## src/rtl/kvsm_pkg.sv

```systemverilog
// ----------------------------------------------------------------------------
// kvsm_pkg
// Types, constants and codes shared by the slot mapping block.
// ----------------------------------------------------------------------------
package kvsm_pkg;

  localparam int unsigned MAX_BATCH_DEF   = 64;
  localparam int unsigned MAX_COLUMNS_DEF = 64;
  localparam int unsigned MAX_TOKENS_DEF  = 1048576;

  localparam int unsigned CFG_IDX_W  = 3;
  localparam int unsigned CFG_DATA_W = 16;

  typedef enum logic [CFG_IDX_W-1:0] {
    REG_BATCH_COUNT   = 3'd0,
    REG_TABLE_COLUMNS = 3'd1,
    REG_LOGICAL_BS    = 3'd2,
    REG_PHYSICAL_BS   = 3'd3,
    REG_RATIO         = 3'd4,
    REG_COMPRESSED    = 3'd5
  } reg_idx_t;

  typedef enum logic [1:0] {
    FUNC_WR_BOUNDARY = 2'd0,
    FUNC_WR_TABLE    = 2'd1,
    FUNC_LOOKUP      = 2'd2,
    FUNC_LENGTH      = 2'd3
  } func_t;

  typedef enum logic [3:0] {
    ST_IDLE,
    ST_SRCH_RD,
    ST_SRCH_CMP,
    ST_LAST_RD,
    ST_LAST_CMP,
    ST_DIV1,
    ST_DIV2,
    ST_TBL_RD,
    ST_MUL,
    ST_LEN,
    ST_OUT
  } state_t;

  // Request to the shared divider.
  typedef struct packed {
    logic        start;
    logic [63:0] dividend;
    logic [15:0] divisor;
  } div_req_t;

  typedef struct packed {
    logic        done;
    logic [63:0] quot;
    logic [15:0] rem;
  } div_rsp_t;

endpackage

```

## src/rtl/kvsm_div.sv

```systemverilog
// ----------------------------------------------------------------------------
// kvsm_div
// Restoring divider, 64-bit dividend by 16-bit divisor, one bit a cycle.
// ----------------------------------------------------------------------------
module kvsm_div (
  input  logic               clk,
  input  logic               rst_n,
  input  kvsm_pkg::div_req_t req,
  output kvsm_pkg::div_rsp_t rsp
);

  logic [63:0] quot_r, quot_nxt;
  logic [16:0] rem_r, rem_nxt;
  logic [15:0] dvs_r, dvs_nxt;
  logic [6:0]  cnt_r, cnt_nxt;
  logic        busy_r, busy_nxt;
  logic        done_r, done_nxt;
  logic [16:0] trial;

  always_comb begin
    quot_nxt = quot_r;
    rem_nxt  = rem_r;
    dvs_nxt  = dvs_r;
    cnt_nxt  = cnt_r;
    busy_nxt = busy_r;
    done_nxt = 1'b0;
    trial    = {rem_r[15:0], quot_r[63]};
    if (req.start) begin
      quot_nxt = req.dividend;
      rem_nxt  = '0;
      dvs_nxt  = req.divisor;
      cnt_nxt  = 7'd0;
      busy_nxt = 1'b1;
    end else if (busy_r) begin
      if (trial >= {1'b0, dvs_r}) begin
        rem_nxt  = trial - {1'b0, dvs_r};
        quot_nxt = {quot_r[62:0], 1'b1};
      end else begin
        rem_nxt  = trial;
        quot_nxt = {quot_r[62:0], 1'b0};
      end
      cnt_nxt = cnt_r + 7'd1;
      if (cnt_r == 7'd63) begin
        busy_nxt = 1'b0;
        done_nxt = 1'b1;
      end
    end
  end

  always_ff @(posedge clk) begin
    if (!rst_n) begin
      busy_r <= 1'b0;
      done_r <= 1'b0;
      cnt_r  <= '0;
    end else begin
      busy_r <= busy_nxt;
      done_r <= done_nxt;
      cnt_r  <= cnt_nxt;
    end
    quot_r <= quot_nxt;
    rem_r  <= rem_nxt;
    dvs_r  <= dvs_nxt;
  end

  assign rsp.done = done_r;
  assign rsp.quot = quot_r;
  assign rsp.rem  = rem_r[15:0];

endmodule

```

## config.mk

```make
export PLATFORM = sky130hd
export DESIGN_NAME = kvsm_div
export DESIGN_NICKNAME = d
export VERILOG_FILES = /design/src/rtl/kvsm_pkg.sv /design/src/rtl/kvsm_div.sv
export SDC_FILE = /design/constraint.sdc
export NUM_CORES = 1
export LEC_CHECK = 0
export CAP_MARGIN = 0
export CORE_MARGIN = 2
export CORE_UTILIZATION = 50
export DETAILED_ROUTE_END_ITERATION = 12
export DONT_BUFFER_PORTS = 1
export PLACE_DENSITY = 0.75
export SLEW_MARGIN = 20
export SYNTH_ARGS = -nofsm -noshare
export SYNTH_HDL_FRONTEND = slang
export SYNTH_SLANG_ARGS = --single-unit
```

## constraint.sdc

```tcl
create_clock -name clk -period 3.5 [get_ports clk]
set_clock_uncertainty 0.2 [all_clocks]
set_input_delay 0.525 -clock clk [delete_from_list [all_inputs] [get_ports clk]]
set_output_delay 0.525 -clock clk [all_outputs]
set_load 0.1 [all_outputs]
```

==> results of run 1 <==
[cell families after synthesis]
| family | synth area share [%] |
|---|---|
| flip-flops | 54.70 |
| buffers and inverters | 4.857 |
| adder cells (fa/ha/maj) | 4.386 |
| AND/OR/NAND/NOR | 8.937 |
| AO/OA/AOI/OAI | 10.42 |
| multiplexers | 14.71 |
| XOR/XNOR | 1.981 |
[where the power goes]
part           switching (mW)  total (mW)  internal (mW)
Sequential              0.637        2.12           1.48
Clock                   0.462       0.743          0.281
Combinational           0.356       0.576          0.220
[area by class of cell]
type	count	area share, %
well taps	136	2.942
multi-input cells	278	37.15
inverters	23	1.493
flip-flops and latches	105	50.19
repair buffers	33	4.803
clock inverters	7	1.277
clock buffers	9	2.142
[worst min-delay path by stage]
stage                                       end  cells past startpoint  slack [ps]
after floorplan           cnt_r[6]$_SDFFE_PP0P_                      2         250
after global placement    cnt_r[6]$_SDFFE_PP0P_                      2         260
after detailed placement  cnt_r[6]$_SDFFE_PP0P_                      2         280
after CTS                   dvs_r[12]$_DFFE_PP_                      0           9
after global routing         dvs_r[5]$_DFFE_PP_                      0           5
final                        dvs_r[8]$_DFFE_PP_                      0          30
[layer usage]
metal / track usage [%] / share of wire [%]
met4: 6.586 / 1.0
met5: 0 / 0
met2: 30.94 / 48
met1: 24.86 / 41
met3: 9.179 / 9.9
[worst max-delay path: stages (launching register included)]
cell and delay (ps):
edfxtp_1 340, inv_1 40, ha_1 440, nand4_1 170, or4_1 530, and4_1 180, a31oi_1 410, buf_4 280
o21ai_0 110, a311oi_1 250
[synthesized netlist by cell type (4+ instances only)]
cell type  number
nand4_1         6
a21oi_1        21
nor3_1          5
inv_1          22
edfxtp_1       80
and3_1          5
mux2_2         64
dfxtp_1        25
clkbuf_1       10
o21ai_0        17
mux2i_1         6
nand2_1        20
nor2_1         31
ha_1           17
xnor2_1         7
buf_6           5
buf_4           4
a311oi_1        5
nand2b_1        6
nand3_1        10
a211oi_1        9
xor2_1          5
[flip-flops by register name, summed over array words and instances, names as in the netlist]
name    cells
done_r      1
quot_r     64
cnt_r       7
rem_r      16
busy_r      1
dvs_r      16
[per-stage QoR]
step                power, mW  cells  setup WS [ps]
detailed placement      2.704    563          446.7
CTS                     3.454    586          452.0
finish                  3.437    591          454.3
global placement        2.691    563          566.0
floorplan               2.610    430          125.1
global route            3.567    591          175.2
[timing repair]
item,4_1_cts,5_1_grt
hold endpoints to repair,19,5
setup endpoints to repair,0,0
hold buffers,7,5
==> results_dict.tcl, run 1 <==
set metrics [dict create \
    hold_viol 0 \
    area_growth_pct 8.984 \
    mostFrequentLayoutCells "edfxtp_1 (80), mux2_2 (64), nor2_1 (31), dfxtp_1 (25), inv_1 (22)" \
    critical_path_class "register to register" \
    wl_per_cell_um 19.28 \
    ys.flop_type "edfxtp_1" \
    rr_startpoint "dvs_r[11]$_DFFE_PP_" \
    clock_path_buffers 2 \
    report.final.slew_viol_count 0 \
    relSlewSlack_pct 35.04 \
    fin_crit_ps 3046 \
    ys_types 56 \
    cts_setup_buffers 0 \
    cts-root-buf "clkbuf_8" \
    design_area_mm2 0.005783 \
    reg2reg_slack_ps 450 \
    yosysSeqAreaShare_pct 54.70 \
    fin_util_pct 56.02 \
    clkTransAtPathRegs_ps 100 \
    hp-start "req[8]" \
    power.density_mw_per_mm2 594.3 \
    grt_antenna_before_repair 0 \
    peakVddDrop_uv 426.4 \
    rsz0062_at_grt "false" \
    die_h_um 107.0 \
    timing.rr.end "rem_r[9]$_SDFFE_PP0P_" \
    drt-total-wl_um 11400 \
    io_buffers 0 \
    grt_pass1_wl_um 17480 \
    fmaxAchievable_mhz 328.3 \
    fp.coreArea_mm2 0.01032 \
    gr-usage-all-layers_pct 19.98 \
    reg2reg_depth 9 \
    path_max_fanout 9 \
    synth_edf_count 80 \
    post_dp_cell_area_mm2 0.005465 \
    design.portCount 164 \
    grt-ovfl-total 0 \
    cts_tree "done" \
    clock_latency_ps 390 \
    drc 0 \
    endpoint "rem_r[9]$_SDFFE_PP0P_" \
    hold_path.class "input pin to register" \
    synth_cells 430 \
    h-tree-depth 3 \
    drive_gt1_share_pct 23.96 \
    yosys.area.top_type "edfxtp_1" \
    cp-end-kind "register" \
    seq_area_mm2 0.002903 \
    synth_top_area_share_pct 45.27 \
    synth_nets 531 \
    synth_area_mm2 0.005306 \
    drtIter0Drc 196 \
    grt_pass1_vias 3452 \
    dieArea_mm2 0.01145 \
    via_count 3473 \
    vias_per_cell 5.876 \
    status "finished, final reports clean" \
    synth-seq-cells 105 \
    place_hpwl_um 8018 \
    drtAntennaViolNets 0 \
    start_util_pct 51.40 \
    mostFrequentLayoutCell "edfxtp_1" \
    worstSetupStartpointType "register" \
    required_ps 3600 \
    diodes 0 \
    gp_congestion 0.9193 \
    synth.area.top_cells "edfxtp_1 (45%), mux2_2 (14%), dfxtp_1 (9.4%)" \
    crit_path_start "dvs_r[11]$_DFFE_PP_" \
    yosys_warnings 0 \
    multi_input_area_mm2 0.002148 \
    timing.setup.tns_ps 0 \
    grt_max_degree 88 \
    setup_violations 0 \
    nets 551 \
    cts.sinks 105 \
    cap_violations 0 \
    numCtsBuffers 9 \
    worst_pin_slew_ps 974.5 \
    fp.dieW_um 107.0 \
    std_cell_rows 37 \
    fillers 879 \
    cts_resized 0 \
    worst_ep_arrival_time_ps 3140 \
    period_share_pct 87.02 \
    drt_first_pass_iters 4 \
    whs_ps 31.73 \
    syn_area_per_cell_um2 12.34 \
    leakage_nw 2.131 \
    synthArstFlopShare_pct 0 \
]
(Power assumes the default switching activity.)
==> run 2: changes to the inputs <==
- CORE_UTILIZATION: 50 -> 25
- PLACE_DENSITY: 0.75 -> 0.48
- TNS_END_PERCENT: unset -> 1
==> results_dict.tcl, run 2 (synthesis gave the netlist of run 1 again) <==
set metrics [dict create \
    hold_viol 0 \
    start_util_pct 25.32 \
    cts.sinks 105 \
    report.final.slew_viol_count 0 \
    clock_path_buffers 2 \
    gr-usage-all-layers_pct 11.28 \
    slowest_delay_ps 540 \
    drt_first_pass_iters 4 \
    slowest_stage "or4_1" \
    drive_gt1_share_pct 25.34 \
    largest_reg_flops 64 \
    cp-end-kind "register" \
    dieArea_mm2 0.02241 \
    period_share_pct 89.17 \
    worst-path-buf-inv 2 \
    grt_max_degree 100 \
    diodes 0 \
    mostFrequentLayoutCell "edfxtp_1" \
    drtAntennaViolNets 0 \
    grt_use_met2_pct 15.89 \
    rsz0062_at_grt "false" \
    mostFrequentLayoutCells "edfxtp_1 (80), mux2_2 (64), nor2_1 (31), dfxtp_1 (25), buf_4 (24)" \
    area_growth_pct 12.83 \
    required_ps 3540 \
    via_count 3443 \
    use_met1_pct 14.91 \
    std_cell_rows 53 \
    place_ws_ps 396.8 \
    cap_violations 0 \
    wl_per_cell_um 17.76 \
    power.density_mw_per_mm2 626.1 \
    finalWorstSetupSlack_ps 379.0 \
    peakVddDrop_uv 231.7 \
    timing.setup.tns_ps 0 \
    setup_violations 0 \
    top_usage_layer "met2" \
    drt-total-wl_um 12810 \
    fp.dieW_um 149.7 \
    crit_family "simple AND/OR/NAND/NOR gates" \
    nets 542 \
    fmaxAchievable_mhz 320.4 \
    grt_antenna_before_repair 0 \
    hold_path.class "input pin to register" \
    multi_input_area_mm2 0.002155 \
    grt-ovfl-total 0 \
    cts_hold_buf 0 \
    regMostFlops "quot_r" \
    fin_crit_ps 3121 \
    cts-root-buf "clkbuf_16" \
    status "finished, final reports clean" \
    rr_startpoint "dvs_r[9]$_DFFE_PP_" \
    vias_per_cell 4.775 \
    crit_path_start "dvs_r[9]$_DFFE_PP_" \
    top_regs "quot_r: 64 flops, dvs_r: 16 flops, rem_r: 16 flops" \
    cts_tree "done" \
    whs_ps 55.09 \
    die_h_um 149.7 \
    relSlewSlack_pct 35.02 \
    drtIter0Drc 181 \
    worst_pin_slew_ps 974.7 \
    critical_path_class "register to register" \
    cts_setup_buffers 0 \
    path_max_fanout 10 \
    h-tree-depth 3 \
    worstSetupStartpointType "register" \
    cts_resized 0 \
    clkTransAtPathRegs_ps 80 \
    clock_latency_ps 360 \
    design.portCount 164 \
    cp_cell_sequence "inv_1 > ha_1 > nand4_1 > or4_1 > and4_1 > a31oi_2 > buf_4 > nor3_1 > a311o_1" \
    worst_ep_arrival_time_ps 3170 \
    grt_pass1_wl_um 19430 \
    grt_pass1_vias 3492 \
    seq_area_mm2 0.002903 \
    io_buffers 0 \
    place_hpwl_um 9110 \
    hp-start "req[80]" \
    fp.coreArea_mm2 0.02096 \
    leakage_nw 2.148 \
    numCtsBuffers 9 \
    use_met3_pct 6.067 \
    gp_congestion 0.8078 \
    fillers 2173 \
    drc 0 \
]
run 2: final cells by class:
| type | instances | share of cell area, % |
|---|---|---|
| Clock inverter | 7 | 1.567 |
| Timing Repair Buffer | 24 | 3.009 |
| Clock buffer | 9 | 3.762 |
| Multi-Input combinational cell | 278 | 35.99 |
| Tap cell | 275 | 5.747 |
| Inverter | 23 | 1.442 |
| Sequential cell | 105 | 48.48 |
run 2: where the power goes:
part	switching [mW]	internal, mW
combinational	0.357	0.217
sequential	0.638	1.48
clock	0.539	0.517
run 2: final timing paths:
kind / to / slack (ps) / depth (start not counted)
hold reg to reg: cnt_r[6]$_SDFFE_PP0P_ / 300 / 2
hold / removal: rem_r[6]$_SDFFE_PP0P_ / 60 / 1
setup reg to reg: rem_r[14]$_SDFFE_PP0P_ / 380 / 9
setup / recovery: rem_r[14]$_SDFFE_PP0P_ / 380 / 9
run 2: stage by stage:
stage	util (%)	power, mW	cells	instance area (µm²)
floorplan	-	2.610	430	5306
global placement	27.05	2.720	705	5668
detailed placement	27.05	2.720	705	5668
CTS	28.57	3.790	721	5987
global route	28.57	3.898	721	5987
finish	28.57	3.748	721	5987
run 2: worst register-to-register path, cell delays in order (launching register included):
cell and delay, ps:
edfxtp_1 330, inv_1 50, ha_1 430, nand4_1 190
or4_1 540, and4_1 180, a31oi_2 470, buf_4 270
nor3_1 70, a311o_1 310
run 2: metal layers:
| metal | wire length [µm] | vias up |
|---|---|---|
| li1 | - | 1628 |
| met3 | 1457 | 7 |
| met4 | 115 | 0 |
| met2 | 5503 | 141 |
| met5 | 0 | - |
| met1 | 5730 | 1667 |
